[config.mk]
export PLATFORM = sky130hd
export DESIGN_NAME = pump_run_scheduler_core
export DESIGN_NICKNAME = d
export VERILOG_FILES = /design/src/sv/prs_pkg.sv /design/src/sv/prs_stage.sv /design/src/sv/prs_engine.sv /design/src/sv/pump_run_scheduler_core.sv
export SDC_FILE = /design/constraint.sdc
export NUM_CORES = 1
export LEC_CHECK = 0
export BUFFER_PORTS_ARGS = -buffer_cell sky130_fd_sc_hd__buf_2
export CAP_MARGIN = 20
export CORE_MARGIN = 2
export CORE_UTILIZATION = 55
export CTS_CLUSTER_DIAMETER = 100
export DETAILED_ROUTE_END_ITERATION = 10
export HOLD_SLACK_MARGIN = 0.06
export PLACE_DENSITY_LB_ADDON = 0.1
export SLEW_MARGIN = 20
export SYNTH_ARGS = -nofsm -noshare
export SYNTH_HDL_FRONTEND = slang
export SYNTH_SLANG_ARGS = --single-unit
[constraint.sdc]
create_clock -name clk -period 10.6 [get_ports clk]
set_input_delay 1.06 -clock clk [delete_from_list [all_inputs] [get_ports clk]]
set_output_delay 1.06 -clock clk [all_outputs]
set_load 0.01 [all_outputs]
[src/sv/prs_pkg.sv]
`timescale 1ns / 1ps
`default_nettype none

package prs_pkg;

  // item kinds carried on the input tuser
  localparam logic [1:0] KIND_TICK   = 2'd0;
  localparam logic [1:0] KIND_START  = 2'd1;
  localparam logic [1:0] KIND_STOP   = 2'd2;
  localparam logic [1:0] KIND_LEVEL  = 2'd3;

  // configuration register indexes
  localparam logic [1:0] CFG_AUTO_INTERVAL = 2'd0;
  localparam logic [1:0] CFG_PREF_HOUR     = 2'd1;
  localparam logic [1:0] CFG_AUTO_DURATION = 2'd2;

  // register reset values
  localparam logic [31:0] AUTO_INTERVAL_RST = 32'd86400;
  localparam logic [5:0]  PREF_HOUR_RST     = 6'd19;
  localparam logic [31:0] AUTO_DURATION_RST = 32'd60000;

  // hour preference switched off (-1 in six bits)
  localparam logic [5:0]  PREF_HOUR_OFF = 6'h3f;

  // four hours of slack around the automatic interval
  localparam logic [31:0] GRACE_S = 32'd14400;

  typedef struct packed {
    logic [7:0]  new_level;
    logic [31:0] run_ms;
    logic        force_req;
    logic        wall_synced;
    logic [4:0]  hour_of_day;
    logic [31:0] now_ms;
    logic [31:0] now_s;
    logic [1:0]  kind;
  } in_item_t;

  typedef struct packed {
    logic [1:0]  level_leds;
    logic        level_changed;
    logic        auto_triggered;
    logic [31:0] on_time_ms;
    logic        refused;
    logic        stopped;
    logic        started;
    logic        pump_on;
  } out_item_t;

  typedef struct packed {
    logic        wr;
    logic [1:0]  index;
    logic [31:0] data;
  } cfg_wr_t;

endpackage

`default_nettype wire

[src/sv/prs_stage.sv]
`timescale 1ns / 1ps
`default_nettype none

// one register slice with valid, full rate when the far side takes every beat
module prs_stage #(
  parameter int unsigned WIDTH = 8
) (
  input  wire logic             clk,
  input  wire logic             rst_n,
  input  wire logic             s_valid,
  output logic                  s_ready,
  input  wire logic [WIDTH-1:0] s_data,
  output logic                  m_valid,
  input  wire logic             m_ready,
  output logic [WIDTH-1:0]      m_data
);

  logic             valid_r;
  logic [WIDTH-1:0] data_r;

  // slot frees up when empty or when the held beat leaves this cycle
  assign s_ready = !valid_r || m_ready;

  always_ff @(posedge clk) begin
    if (!rst_n) begin
      valid_r <= 1'b0;
    end else if (s_ready) begin
      valid_r <= s_valid;
    end
  end

  // payload needs no reset
  always_ff @(posedge clk) begin
    if (s_ready && s_valid) begin
      data_r <= s_data;
    end
  end

  assign m_valid = valid_r;
  assign m_data  = data_r;

endmodule

`default_nettype wire

[src/sv/prs_engine.sv]
`timescale 1ns / 1ps
`default_nettype none

// pump state, configuration registers and the per-item decision logic
module prs_engine (
  input  wire logic              clk,
  input  wire logic              rst_n,
  input  wire prs_pkg::cfg_wr_t  cfg,
  input  wire prs_pkg::in_item_t item,
  input  wire logic              fire,
  output prs_pkg::out_item_t     res
);

  // configuration
  logic [31:0] auto_interval_r;
  logic [5:0]  pref_hour_r;
  logic [31:0] auto_duration_r;

  // pump state
  logic        running_r,  running_nxt;
  logic        forced_r,   forced_nxt;
  logic [31:0] start_ms_r, start_ms_nxt;
  logic [31:0] end_ms_r,   end_ms_nxt;
  logic [31:0] last_auto_r, last_auto_nxt;
  logic [7:0]  level_r,    level_nxt;

  // run-due evaluation
  logic [31:0] since_auto;
  logic        hour_hit;
  logic        run_due;

  assign since_auto = item.now_s - last_auto_r;
  assign hour_hit   = !pref_hour_r[5] && (pref_hour_r[4:0] == item.hour_of_day);
  assign run_due    = ((since_auto >= auto_interval_r) && hour_hit)
                   || ((since_auto >= (auto_interval_r - prs_pkg::GRACE_S)) && hour_hit)
                   || ((since_auto >= auto_interval_r)
                       && (pref_hour_r == prs_pkg::PREF_HOUR_OFF))
                   || (since_auto >= (auto_interval_r + prs_pkg::GRACE_S));

  // decision for one item: at most one stop, then at most one start
  always_comb begin
    logic        halt;
    logic        start_req;
    logic        blocked;
    logic        auto_eval;
    logic [31:0] dur;
    logic        start_ok;

    halt      = 1'b0;
    start_req = 1'b0;
    blocked   = 1'b0;
    auto_eval = 1'b0;
    dur       = auto_duration_r;
    start_ok  = 1'b0;

    running_nxt   = running_r;
    forced_nxt    = forced_r;
    start_ms_nxt  = start_ms_r;
    end_ms_nxt    = end_ms_r;
    last_auto_nxt = last_auto_r;
    level_nxt     = level_r;
    res           = '0;

    case (item.kind)
      prs_pkg::KIND_TICK: begin
        // dry and unforced, or timed end passed
        halt = running_r && (((level_r == 8'd0) && !forced_r)
               || ((end_ms_r != 32'd0) && (item.now_ms > end_ms_r)));
        // idle after the dry check: look for an automatic run
        auto_eval = !running_r || ((level_r == 8'd0) && !forced_r);
        if (auto_eval && (run_due || item.force_req) && item.wall_synced) begin
          res.auto_triggered = 1'b1;
          if (!((level_r == 8'd0) && !item.force_req)) begin
            last_auto_nxt = item.now_s;
            start_req     = 1'b1;
          end
        end
      end
      prs_pkg::KIND_START: begin
        start_req = 1'b1;
        dur       = item.run_ms;
        blocked   = running_r || ((level_r == 8'd0) && !item.force_req);
      end
      prs_pkg::KIND_STOP: begin
        halt = 1'b1;
      end
      default: begin
        halt = running_r && (item.new_level == 8'd0) && !forced_r;
        res.level_changed = (level_r != item.new_level);
        level_nxt = item.new_level;
      end
    endcase

    // stop
    if (halt) begin
      running_nxt = 1'b0;
      forced_nxt  = 1'b0;
      end_ms_nxt  = 32'd0;
      if (running_r) begin
        res.stopped    = 1'b1;
        res.on_time_ms = item.now_ms - start_ms_r;
      end
    end

    // start
    start_ok    = start_req && !blocked && (dur != 32'd0);
    res.refused = start_req && !start_ok;
    if (start_ok) begin
      running_nxt  = 1'b1;
      forced_nxt   = item.force_req;
      start_ms_nxt = item.now_ms;
      end_ms_nxt   = dur[31] ? 32'd0 : (item.now_ms + dur);
      res.started  = 1'b1;
    end

    res.pump_on    = running_nxt;
    res.level_leds = level_nxt[1:0];
  end

  // configuration writes, index beyond the list is dropped
  always_ff @(posedge clk) begin
    if (!rst_n) begin
      auto_interval_r <= prs_pkg::AUTO_INTERVAL_RST;
      pref_hour_r     <= prs_pkg::PREF_HOUR_RST;
      auto_duration_r <= prs_pkg::AUTO_DURATION_RST;
    end else if (cfg.wr) begin
      case (cfg.index)
        prs_pkg::CFG_AUTO_INTERVAL: auto_interval_r <= cfg.data;
        prs_pkg::CFG_PREF_HOUR:     pref_hour_r     <= cfg.data[5:0];
        prs_pkg::CFG_AUTO_DURATION: auto_duration_r <= cfg.data;
        default: begin
        end
      endcase
    end
  end

  // state advances with each item that moves to the result register
  always_ff @(posedge clk) begin
    if (!rst_n) begin
      running_r   <= 1'b0;
      forced_r    <= 1'b0;
      start_ms_r  <= 32'd0;
      end_ms_r    <= 32'd0;
      last_auto_r <= 32'd0;
      level_r     <= 8'd0;
    end else if (fire) begin
      running_r   <= running_nxt;
      forced_r    <= forced_nxt;
      start_ms_r  <= start_ms_nxt;
      end_ms_r    <= end_ms_nxt;
      last_auto_r <= last_auto_nxt;
      level_r     <= level_nxt;
    end
  end

endmodule

`default_nettype wire

[src/sv/pump_run_scheduler_core.sv]
`timescale 1ns / 1ps
`default_nettype none

// Pump relay controller. Each input beat carries a kind on in_tuser (tick,
// manual start, stop, water-level update) and returns exactly one result beat
// with the relay state and what the item did. Beats pass through an input
// register, one pass of decision logic against the pump state, and a result
// register: one item is taken every cycle, limited only by the result side
// taking beats. The pump state updates in the same cycle an item moves into
// the result register, so back-to-back items see each other's effect.
// Configuration writes are taken at any time on the cfg channel (cfg_ready
// is always high) but should only be issued while no item is in flight. No
// clearing pass is needed after reset.
module pump_run_scheduler_core (
  input  wire logic         clk,
  input  wire logic         rst_n,
  // input beats
  input  wire logic         in_tvalid,
  output logic              in_tready,
  // now_s[31:0], now_ms[63:32], hour_of_day[68:64], wall_synced[69],
  // force_req[70], run_ms[102:71], new_level[110:103], zero pad[111]
  input  wire logic [111:0] in_tdata,
  // kind[1:0]
  input  wire logic [1:0]   in_tuser,
  // result beats
  output logic              out_tvalid,
  input  wire logic         out_tready,
  // pump_on[0], started[1], stopped[2], refused[3], on_time_ms[35:4],
  // auto_triggered[36], level_changed[37], level_leds[39:38]
  output logic [39:0]       out_tdata,
  // configuration writes
  input  wire logic         cfg_valid,
  output logic              cfg_ready,
  input  wire logic [1:0]   cfg_index,
  input  wire logic [31:0]  cfg_data
);

  localparam int unsigned IN_W  = $bits(prs_pkg::in_item_t);
  localparam int unsigned OUT_W = $bits(prs_pkg::out_item_t);

  prs_pkg::in_item_t  in_item;
  prs_pkg::in_item_t  cur_item;
  prs_pkg::out_item_t res;
  prs_pkg::out_item_t out_item;
  prs_pkg::cfg_wr_t   cfg;

  logic             cur_valid;
  logic             res_ready;
  logic [IN_W-1:0]  cur_bits;
  logic [OUT_W-1:0] out_bits;

  // unpack the input beat
  assign in_item.kind        = in_tuser;
  assign in_item.now_s       = in_tdata[31:0];
  assign in_item.now_ms      = in_tdata[63:32];
  assign in_item.hour_of_day = in_tdata[68:64];
  assign in_item.wall_synced = in_tdata[69];
  assign in_item.force_req   = in_tdata[70];
  assign in_item.run_ms      = in_tdata[102:71];
  assign in_item.new_level   = in_tdata[110:103];

  // configuration channel never stalls
  assign cfg_ready = 1'b1;
  assign cfg.wr    = cfg_valid;
  assign cfg.index = cfg_index;
  assign cfg.data  = cfg_data;

  prs_stage #(
    .WIDTH (IN_W)
  ) u_in_stage (
    .clk     (clk),
    .rst_n   (rst_n),
    .s_valid (in_tvalid),
    .s_ready (in_tready),
    .s_data  (in_item),
    .m_valid (cur_valid),
    .m_ready (res_ready),
    .m_data  (cur_bits)
  );

  assign cur_item = prs_pkg::in_item_t'(cur_bits);

  prs_engine u_engine (
    .clk   (clk),
    .rst_n (rst_n),
    .cfg   (cfg),
    .item  (cur_item),
    .fire  (cur_valid && res_ready),
    .res   (res)
  );

  prs_stage #(
    .WIDTH (OUT_W)
  ) u_out_stage (
    .clk     (clk),
    .rst_n   (rst_n),
    .s_valid (cur_valid),
    .s_ready (res_ready),
    .s_data  (res),
    .m_valid (out_tvalid),
    .m_ready (out_tready),
    .m_data  (out_bits)
  );

  // pack the result beat
  assign out_item = prs_pkg::out_item_t'(out_bits);
  assign out_tdata[0]     = out_item.pump_on;
  assign out_tdata[1]     = out_item.started;
  assign out_tdata[2]     = out_item.stopped;
  assign out_tdata[3]     = out_item.refused;
  assign out_tdata[35:4]  = out_item.on_time_ms;
  assign out_tdata[36]    = out_item.auto_triggered;
  assign out_tdata[37]    = out_item.level_changed;
  assign out_tdata[39:38] = out_item.level_leds;

endmodule

`default_nettype wire

Word level (Yosys, flattened, before mapping) --
Cells that the tools add are included.
Storage, ports and cells: register bits after elaboration 331, bits of input ports 153, word-level logic and storage cells 103
Operators by class: add/subtract/negate cells 5, order comparisons 4, equality and inequality tests 7, muxes and demuxes 17, bitwise operators 2, reduce and logical (&&, ||, !) cells 50
Operator list (number):
- two-way mux 32 bit | 4
- greater-or-equal comparator 32 bit | 3
- nonzero test 32 bit | 2
- subtractor 32 bit | 2
- adder 32 x 14 -> 32 bit, second input constant | 1
- adder 32 bit | 1
- > comparator 32 bit | 1
- subtractor 32 x 14 -> 32 bit, second input constant | 1
- logical AND 1 bit | 17
- logical NOT 8 bit | 2
- AND reduction 2 bit | 7
- two-way mux 1 bit | 10
- logical OR 1 bit | 9
- logical NOT 1 bit | 8
- inequality test 8 bit | 1
- == test 6 bit, second input constant | 1
- == test 5 bit | 1
- == test 2 x 1 -> 1 bit, second input constant | 2
- == test 2 bit, second input constant | 2
- logical NOT 2 bit | 2
- AND reduction 4 bit | 1
- case mux 1 bit (3 select lines) | 1
- OR reduction 3 bit | 1
- two-way mux 2 bit | 1
- other kinds (3) | 4

Logic depth before layout (Yosys ltp) --
Gate-level depths: netlist (run 1).
word-level depth 15, mapped depth 27

Hierarchy --
Synthesis (run 1) repeated with hierarchy kept, for this count alone.
Unflattened totals: cells, all modules 2137, area, all modules 20282.0 sq um
By module, submodules not included:
- prs_engine | instances 1, cells each 1971, area an instance 15554.9 sq um, sequential area each 3523.4 sq um
- prs_stage (u_in_stage) | instances 1, cells each 118, area an instance 3450.8 sq um, sequential area each 3413.3 sq um
- prs_stage (u_out_stage) | instances 1, cells each 45, area an instance 1258.7 sq um, sequential area each 1221.2 sq um
- pump_run_scheduler_core | instances 1, cells each 3, area an instance 17.5 sq um, sequential area each 0.0 sq um

Worst setup path before layout (run 1) --
No wires, ideal clock.
path type register to register, start register u_in_stage.data_r[2] (netlist: u_in_stage.m_data[2]), end register u_engine.last_auto_r[10], arrival time 5.558 ns, data required time 10.472 ns, path slack 4.914 ns, cell stages (with the launch flop) 26, clock period less this slack 5.686 ns, cells stage by stage edfxtp_1 -> inv_1 -> ha_1 -> inv_1 -> fa_1 -> a21o_1 -> a21oi_1 -> o21a_1 -> o211ai_1 -> and3_1 -> a311o_1 -> a2111o_1 -> a211oi_1 -> a21oi_1 -> xor2_1 -> ha_1 -> nand4_1 -> or4_1 -> o31ai_1 -> nor4b_2 -> a21boi_0 -> and3_1 -> clkbuf_1 -> buf_2 -> mux2i_1 -> nor2_1
On the way: cells in the longest elaborated chain, start to end 10, elaborated cells between the ends (all ways) 14
Ends and longest elaborated chain:
- start, declared | line prs_stage.sv:19 | logic [WIDTH-1:0] data_r;
- start signal, assigned | line prs_stage.sv:35 | data_r <= s_data;
- subtractor 32 bit * | line prs_engine.sv:32 | assign since_auto = item.now_s - last_auto_r;
- greater-or-equal comparator 32 bit, on equally long branches | line prs_engine.sv:34, prs_engine.sv:36, prs_engine.sv:35
- logical AND 1 bit, on equally long branches | line prs_engine.sv:34, prs_engine.sv:35
- logical OR 1 bit | line prs_engine.sv:35 | || ((since_auto >= (auto_interval_r - prs_pkg::GRACE_S)) && hour_hit)
- logical OR 1 bit | line prs_engine.sv:36 | || ((since_auto >= auto_interval_r)
- logical OR 1 bit * | line prs_engine.sv:38 | || (since_auto >= (auto_interval_r + prs_pkg::GRACE_S));
- logical OR 1 bit * | line prs_engine.sv:71 | if (auto_eval && (run_due || item.force_req) && item.wall_synced) begin
- logical AND 1 bit * (2 in a row) | line prs_engine.sv:71
- AND reduction 4 bit (no source line) *
- end signal, assigned | line prs_engine.sv:151 | last_auto_r <= last_auto_nxt;
- end, declared | line prs_engine.sv:24 | logic [31:0] last_auto_r, last_auto_nxt;
Every way passes the cells marked *; elsewhere a longest branch is shown, timed or not. A chain may end at the register's enable or synchronous reset.

Final worst setup path (run 1) --
start register u_in_stage.data_r[2] (netlist: u_in_stage.m_data[2]), end register u_engine.end_ms_r[8]
On the way: cells in the longest elaborated chain, start to end 15, elaborated cells between the ends (all ways) 20
Ends and longest elaborated chain:
- subtractor 32 bit * | line prs_engine.sv:32
- greater-or-equal comparator 32 bit, on equally long branches | line prs_engine.sv:34, prs_engine.sv:36, prs_engine.sv:35
- logical AND 1 bit, on equally long branches | line prs_engine.sv:34, prs_engine.sv:35
- logical OR 1 bit | line prs_engine.sv:35
- logical OR 1 bit | line prs_engine.sv:36
- logical OR 1 bit * | line prs_engine.sv:38
- logical OR 1 bit * | line prs_engine.sv:71
- logical AND 1 bit * (2 in a row) | line prs_engine.sv:71
- two-way mux 1 bit * | line prs_engine.sv:71
- case mux 1 bit (2 select lines) * | line prs_engine.sv:64 | case (item.kind)
- logical AND 1 bit * (2 in a row) | line prs_engine.sv:106 | start_ok = start_req && !blocked && (dur != 32'd0);
- nonzero test 2 bit (no source line)
- AND reduction 2 bit (no source line)
- end signal, assigned | line prs_engine.sv:150 | end_ms_r <= end_ms_nxt;
- end, declared | line prs_engine.sv:23 | logic [31:0] end_ms_r, end_ms_nxt;
Marks and branches as above.

==> summary.md, run 1 <==
| Metric | Value |
|---|---|
| Status | `finished clean` |
| Die height | `194 um` |
| Worst-path clk slew | `0.06 ns` |
| Initial antenna violation count | `3` |
| Max Cap Viol | `0` |
| TritonCTS clock tree | `built` |
| Ports | `196` |
| RSZ-0062 raised after global routing | `false` |
| Met2 Use GR | `0.392` |
| Register area share after synthesis | `0.410` |
| Die width | `194 um` |
| Placed Instance Area | `0.0213 mm^2` |
| Final ANT Viol Nets | `0` |
| Ranking of synthesized cells by area | `edfxtp_1 (23%), dfxtp_1 (18%), ha_1 (13%)` |
| Mapped Area | `0.0199 mm^2` |
| Final core utilization | `0.632` |
| First-pass GRT wire length | `77900 um` |
| Min-delay worst type | `reg2reg` |
| CP endpoint kind | `flop` |
| Core Rows | `69` |
| GRT Residual Overflow | `0` |
| # DRC | `0` |
| Hold Path Stages | `2` |
| P_leak | `8.98 nW` |
| Worst skew pair latency | `0.56 ns` |
| Number of CTS-inserted buffers | `39` |
| Pwr/cell area | `147 mW/mm^2` |
| Synth Instances | `2114` |
| Final-stage net count | `2651` |
| Routed vias/inst | `5.76` |
| Setup Viol. Count Final | `0` |
| Final WL | `48900 um` |
| Worst slew margin | `0.259` |
| Avg Cell Area, Syn | `9.42 um^2` |
| Die area | `0.0377 mm^2` |
| Post-synth ARST share | `0` |
| Fill count | `3137` |
| I/O Buffers | `193` |
| Startpoint types | `flop` |
| Post-CTS Resized | `0` |
| Clock skew | `0.0191 ns` |
| Vias in the first global route | `15127` |
| First DRT Iteration DRCs | `921` |
| Fmax | `0.131 GHz` |
| Layout area overhead | `12.9%` |
| Max Fanout on Critical Path | `34` |
| Largest net degree at the start of global routing | `97` |
| Yosys cell types | `68` |
| Main synth FF type | `dfxtp_1` |
| Root buffer selected by CTS | `clkbuf_16` |
| GPL Wtd Cong | `0.893` |
| GR peak layer | `met2` |
| Clk sinks | `331` |
| Core area | `0.0356 mm^2` |
| Placed insts | `2705` |
| Minimum clock period | `7.64 ns` |
| Fin Setup TNS | `0 ns` |
| Slew Viols, Final | `0` |
| Final count of hold timing violations | `0` |
| Yosys top cell by area | `edfxtp_1` |
| Crit path required time | `11.04 ns` |
| Post-Layout Cell Count | `2777` |
| Routed len/inst | `17.6 um` |
| FF-to-FF path depth | `27` |
| Hold Buf Count CTS | `0` |
| Syn_nets | `2480` |
| Global Route met1 Usage | `0.371` |
| Post-synth EDFFs | `153` |
| Clk buf depth | `3` |
| Arrival time worst endpoint | `8.07 ns` |
| Final Cell Area | `0.0225 mm^2` |
| Post-DP HPWL | `36800 um` |
| CTS H-tree lvls | `2` |
| GR met3 Demand/Resource | `0.0409` |
| Critical path class | `reg2reg` |
| Ratio of cells with drive above 1 in the final layout | `0.137` |
| Setup Buffers After CTS | `0` |
| Starting Density | `0.560` |
| Worst-Margin Slew | `1.11 ns` |
| Pwr Total | `3.31 mW` |
| Synth Warn # | `0` |
| Final period util | `0.721` |
| Synthesized flop and latch total | `331` |
| TritonRoute pass-1 iters | `5` |
| Worst vdd ir | `0.000154 V` |
| Gr usage total | `0.255` |
| Via count | `15993` |
| Post-synth top area share | `0.231` |
## power by group
part           internal (mW)  switching, mW  total [mW]  leakage [nW]
logic                  0.250          0.336       0.586          5.48
registers               1.39         0.0465        1.44          2.92
clock network          0.749          0.532        1.28         0.584
total                   2.39          0.915        3.31          8.98
## final timing paths
check                                      startpoint                                       end  slack [ns]
max                    u_in_stage.m_data[2]$_DFFE_PP_         u_engine.end_ms_r[8]$_SDFFE_PN0P_        2.96
min          u_engine.auto_interval_r[5]$_SDFFE_PN0P_  u_engine.auto_interval_r[5]$_SDFFE_PN0P_        0.46
max reg2reg            u_in_stage.m_data[2]$_DFFE_PP_         u_engine.end_ms_r[8]$_SDFFE_PN0P_        2.96
min reg2reg  u_engine.auto_interval_r[5]$_SDFFE_PN0P_  u_engine.auto_interval_r[5]$_SDFFE_PN0P_        0.46
## cell usage in the layout, fill, tap and decap left out, drive strengths merged, types with 63 or more instances in the layout
master	netlist	layout
a21oi	229	229
ha	210	210
buf	12	204
nand2	203	203
dfxtp	178	178
nor2	157	157
inv	153	156
edfxtp	153	153
xnor2	108	108
o21ai	63	63
## worst max-delay path, stage by stage, from the launching register on
cell	delay (ns)
edfxtp_1	0.38
inv_1	0.07
ha_1	0.16
inv_1	0.06
fa_1	0.40
a21o_1	0.18
a21oi_1	0.28
o21a_1	0.18
o211ai_1	0.17
and3_1	0.26
a311o_1	0.40
a2111o_1	0.44
a211oi_1	0.37
a21oi_1	0.15
xor2_1	0.21
ha_1	0.33
nand4_1	0.14
nor4_1	0.51
inv_1	0.11
a2111oi_0	0.79
nor4b_2	0.16
o21ai_2	0.18
buf_4	0.36
and2_1	0.18
buf_4	0.36
a211oi_4	0.19
buf_8	0.25
a22o_1	0.23
## kinds of logic (layout without fill, tap and decap cells)
kind of cell | Yosys count | in the layout | synth area share
and+or+nand+nor | 614 | 614 | 0.145
AOI/OAI and AO/OA | 506 | 506 | 0.160
DFF | 331 | 331 | 0.410
buffers and inverters | 228 | 428 | 0.0449
adders and majority gates | 213 | 213 | 0.135
xor gates and xnor gates | 141 | 141 | 0.0620
muxes | 80 | 80 | 0.0423
other | 1 | 3 | 0.000188
## area by class of cell
type / count / area, um^2 / share of cell area
Antenna cell: 2 / 5.00 / 0.000223
Clock buffer: 52 / 1050 / 0.0469
Clock inverter: 18 / 151 / 0.00674
Inverter: 154 / 581 / 0.0258
Multi-Input combinational cell: 1555 / 10900 / 0.485
Sequential cell: 331 / 8160 / 0.363
Tap cell: 461 / 577 / 0.0257
Timing Repair Buffer: 204 / 1060 / 0.0471
## flip-flops by register name (all words and copies together), names as in the netlist, 6 cells and up
| name | cells |
|---|---|
| u_engine.auto_duration_r | 32 |
| u_in_stage.m_data | 113 |
| u_engine.level_r | 8 |
| u_engine.last_auto_r | 32 |
| u_engine.auto_interval_r | 32 |
| u_engine.pref_hour_r | 6 |
| u_engine.start_ms_r | 32 |
| u_engine.end_ms_r | 32 |
| u_out_stage.m_data | 40 |
## cell usage after synthesis, types with 6 or more instances
cell type  count
dfxtp_1      178
a21o_1        58
xnor2_1      108
nand4_1       33
nand3_1       47
nand2_1      203
mux2_2        33
a22o_1        32
clkbuf_1      62
nor4_1        40
and3_1        20
nor2b_1       21
o2111ai_1      6
a21boi_0       6
and2_1         6
o21bai_1      16
inv_1        153
mux2i_1       47
nor3_1        40
nor2_1       157
xor2_1        33
a21oi_1      229
and4_1        10
ha_1         210
o21a_1        19
a211oi_1      10
a31oi_1       13
o211ai_1      13
edfxtp_1     153
o21ai_0       62
nand2b_1      13
## routing by layer
metal  part of all wire  routed length, um  vias to the layer above
met1               0.48              23300                     7478
li1                   -                  -                     7960
met2               0.44              21300                      471
met5            0.00047                 23                        -
met3              0.064               3110                       80
met4              0.024               1150                        4
## metrics by stage
step	hold slack (ns)	setup WS [ns]
2_1_floorplan	0.436	4.91
4_1_cts	0.463	3.09
6_report	0.458	2.96
3_5_place_dp	0.455	3.15
3_3_place_gp	0.448	3.21
5_1_grt	0.487	2.56
(Power assumes the default switching activity.)
==> inputs of run 2 (changes only) <==
- clock period: 10.6 -> 7.5 ns (I/O delays scaled with it)
==> summary.md, run 2 (same netlist as run 1, synthesis figures left out) <==
| Metric | Value |
|---|---|
| Initial antenna violation count | `2 (-1)` |
| Worst vdd ir | `0.000202 V (+31%)` |
| Die height | `194 um (unchanged)` |
| Clk sinks | `331 (unchanged)` |
| Core Rows | `69 (unchanged)` |
| GRT Residual Overflow | `0 (unchanged)` |
| Worst skew pair latency | `0.56 ns (about the same)` |
| Layout area overhead | `12.9% (about the same)` |
| Min-delay src | `in_tdata[72]` |
| Post-Layout Cell Count | `2777 (unchanged)` |
| Most common cell after layout, fill and taps aside | `a21oi_1` |
| Worst slack at placement | `0.814 ns (-2.34 ns)` |
| Final-stage net count | `2651 (unchanged)` |
| Starting Density | `0.560 (unchanged)` |
| Clock skew | `0.0154 ns (-0.00372 ns)` |
| Minimum clock period | `6.78 ns (-0.861 ns)` |
| Ports | `196 (unchanged)` |
| P_leak | `9.00 nW (+0.18%)` |
| Max Fanout on Critical Path | `32 (-5.9%)` |
| Final period util | `0.904 (+0.183)` |
| Clk buf depth | `3 (unchanged)` |
| I/O Buffers | `193 (unchanged)` |
| Pwr/cell area | `207 mW/mm^2 (+41%)` |
| Final worst slack | `0.723 ns (-2.24 ns)` |
| Max reg flops | `113 (unchanged)` |
| Fin Setup TNS | `0 ns (unchanged)` |
| RSZ-0062 raised after global routing | `false` |
| Status | `finished clean` |
| Critical path class | `reg2reg` |
| Die width | `194 um (unchanged)` |
| Reg2reg setup slack | `0.72 ns (-2.24 ns)` |
| R2R Path Start | `u_in_stage.m_data[2]$_DFFE_PP_` |
| # DRC | `0 (unchanged)` |
| Min-delay worst type | `in2reg` |
| First-pass GRT wire length | `77900 um (about the same)` |
| Gr usage total | `0.256 (about the same)` |
| Largest net degree at the start of global routing | `79 (-19%)` |
| WHS Endpoint | `u_in_stage.m_data[74]$_DFFE_PP_` |
| Ratio of cells with drive above 1 in the final layout | `0.138 (+0.00136)` |
| Routed vias/inst | `5.71 (-0.78%)` |
| Hold WS | `0.364 ns (-0.0937 ns)` |
| TritonRoute pass-1 iters | `5 (unchanged)` |
| Number of CTS-inserted buffers | `38 (-2.6%)` |
| Worst slew margin | `0.274 (+0.0147)` |
| CP endpoint kind | `flop` |
| Startpoint types | `flop` |
| Root buffer selected by CTS | `clkbuf_16` |
| Placed insts | `2706 (+0.037%)` |
| First DRT Iteration DRCs | `1028 (+12%)` |
| Fmax | `0.148 GHz (+13%)` |
| Slew Viols, Final | `0 (unchanged)` |
| Reg-to-reg endpoint | `u_engine.last_auto_r[14]$_SDFFE_PN0P_` |
| Post-DP HPWL | `37000 um (+0.54%)` |
| TritonCTS clock tree | `built` |
| Crit path required time | `7.92 ns (-3.12 ns)` |
| Setup Buffers After CTS | `0 (unchanged)` |
| Hold Path Stages | `1 (-1)` |
| Arrival time worst endpoint | `7.20 ns (-0.87 ns)` |
| Most frequent cells in the layout | `a21oi_1 (229), ha_1 (210), nand2_1 (202), buf_2 (193), dfxtp_1 (178)` |
| GPL Wtd Cong | `0.895 (+0.31%)` |
| Vias in the first global route | `15169 (+0.28%)` |
| Via count | `15869 (-0.78%)` |
| Final count of hold timing violations | `0 (unchanged)` |
| Final ANT Viol Nets | `0 (unchanged)` |
| Die area | `0.0377 mm^2 (unchanged)` |
| CTS H-tree lvls | `2 (unchanged)` |
| Core area | `0.0356 mm^2 (unchanged)` |
| Max Cap Viol | `0 (unchanged)` |
| Post-CTS Resized | `0 (unchanged)` |
| Worst-Margin Slew | `1.09 ns (-0.0220 ns)` |
| Hold Buf Count CTS | `0 (unchanged)` |
| FF-to-FF path depth | `25 (-7.4%)` |
| Routed len/inst | `17.5 um (-0.51%)` |
| Final WL | `48600 um (-0.51%)` |
| Worst-path clk slew | `0.06 ns (about the same)` |
| Setup Viol. Count Final | `0 (unchanged)` |
-- run 2: power breakdown --
| group | internal (mW) | switching (mW) | total, mW |
|---|---|---|---|
| registers | 1.97 | 0.0661 | 2.04 |
| logic | 0.353 | 0.471 | 0.824 |
| clock network | 1.08 | 0.724 | 1.80 |
-- run 2: cell type report --
class,instances,area [um^2]
clock buffer,59,1140
antenna,3,7.51
sequential,331,8160
fill,3090,13100
inverter,154,581
timing repair buffer,205,1060
clock inverter,9,70.1
multi-input combinational,1555,10900
tap,461,577
-- run 2: worst max-delay path by stage --
stage                     cells after the start                               endpoint  slack [ns]                           start
final                                        25  u_engine.last_auto_r[14]$_SDFFE_PN0P_        0.72  u_in_stage.m_data[2]$_DFFE_PP_
after floorplan                              25  u_engine.last_auto_r[10]$_SDFFE_PN0P_        1.81  u_in_stage.m_data[2]$_DFFE_PP_
after detailed placement                     25   u_engine.last_auto_r[2]$_SDFFE_PN0P_        0.81  u_in_stage.m_data[2]$_DFFE_PP_
after global routing                         25   u_engine.last_auto_r[1]$_SDFFE_PN0P_        0.05  u_in_stage.m_data[2]$_DFFE_PP_
after CTS                                    25   u_engine.last_auto_r[2]$_SDFFE_PN0P_        0.76  u_in_stage.m_data[2]$_DFFE_PP_
after global placement                       24   u_engine.last_auto_r[0]$_SDFFE_PN0P_        1.03  u_in_stage.m_data[2]$_DFFE_PP_
-- run 2: per-stage QoR --
| step | util | instance area, um^2 | power (mW) |
|---|---|---|---|
| floorplan | - | 19900 | 2.65 |
| global route | 0.632 | 22500 | 4.89 |
| finish | 0.632 | 22500 | 4.66 |
| global placement | 0.597 | 21200 | 2.87 |
| CTS | 0.632 | 22500 | 4.71 |
| detailed placement | 0.598 | 21300 | 2.89 |
-- run 2: metal layers --
metal | GRT usage | vias to the layer above | wire length (um)
met5 | 0 | - | 13
met3 | 0.0518 | 57 | 2940
met4 | 0.0586 | 2 | 800
met1 | 0.367 | 7501 | 23300
li1 | - | 7957 | -
met2 | 0.398 | 352 | 21600
-- run 2: critical path: stages, from the launching register on --
cell       delay (ns)
edfxtp_1         0.38
inv_1            0.07
ha_1             0.17
inv_1            0.06
fa_1             0.40
a21o_1           0.18
a21oi_1          0.29
o21a_1           0.19
o211ai_1         0.18
and3_1           0.26
a311o_1          0.40
a2111o_1         0.44
a211oi_1         0.35
a21oi_1          0.13
xor2_1           0.20
ha_1             0.32
nand4_1          0.16
nor4_1           0.29
inv_1            0.10
a2111oi_0        0.57
nor4b_2          0.15
a21boi_0         0.26
and3_2           0.21
buf_4            0.45
mux2i_1          0.28
nor2_1           0.06
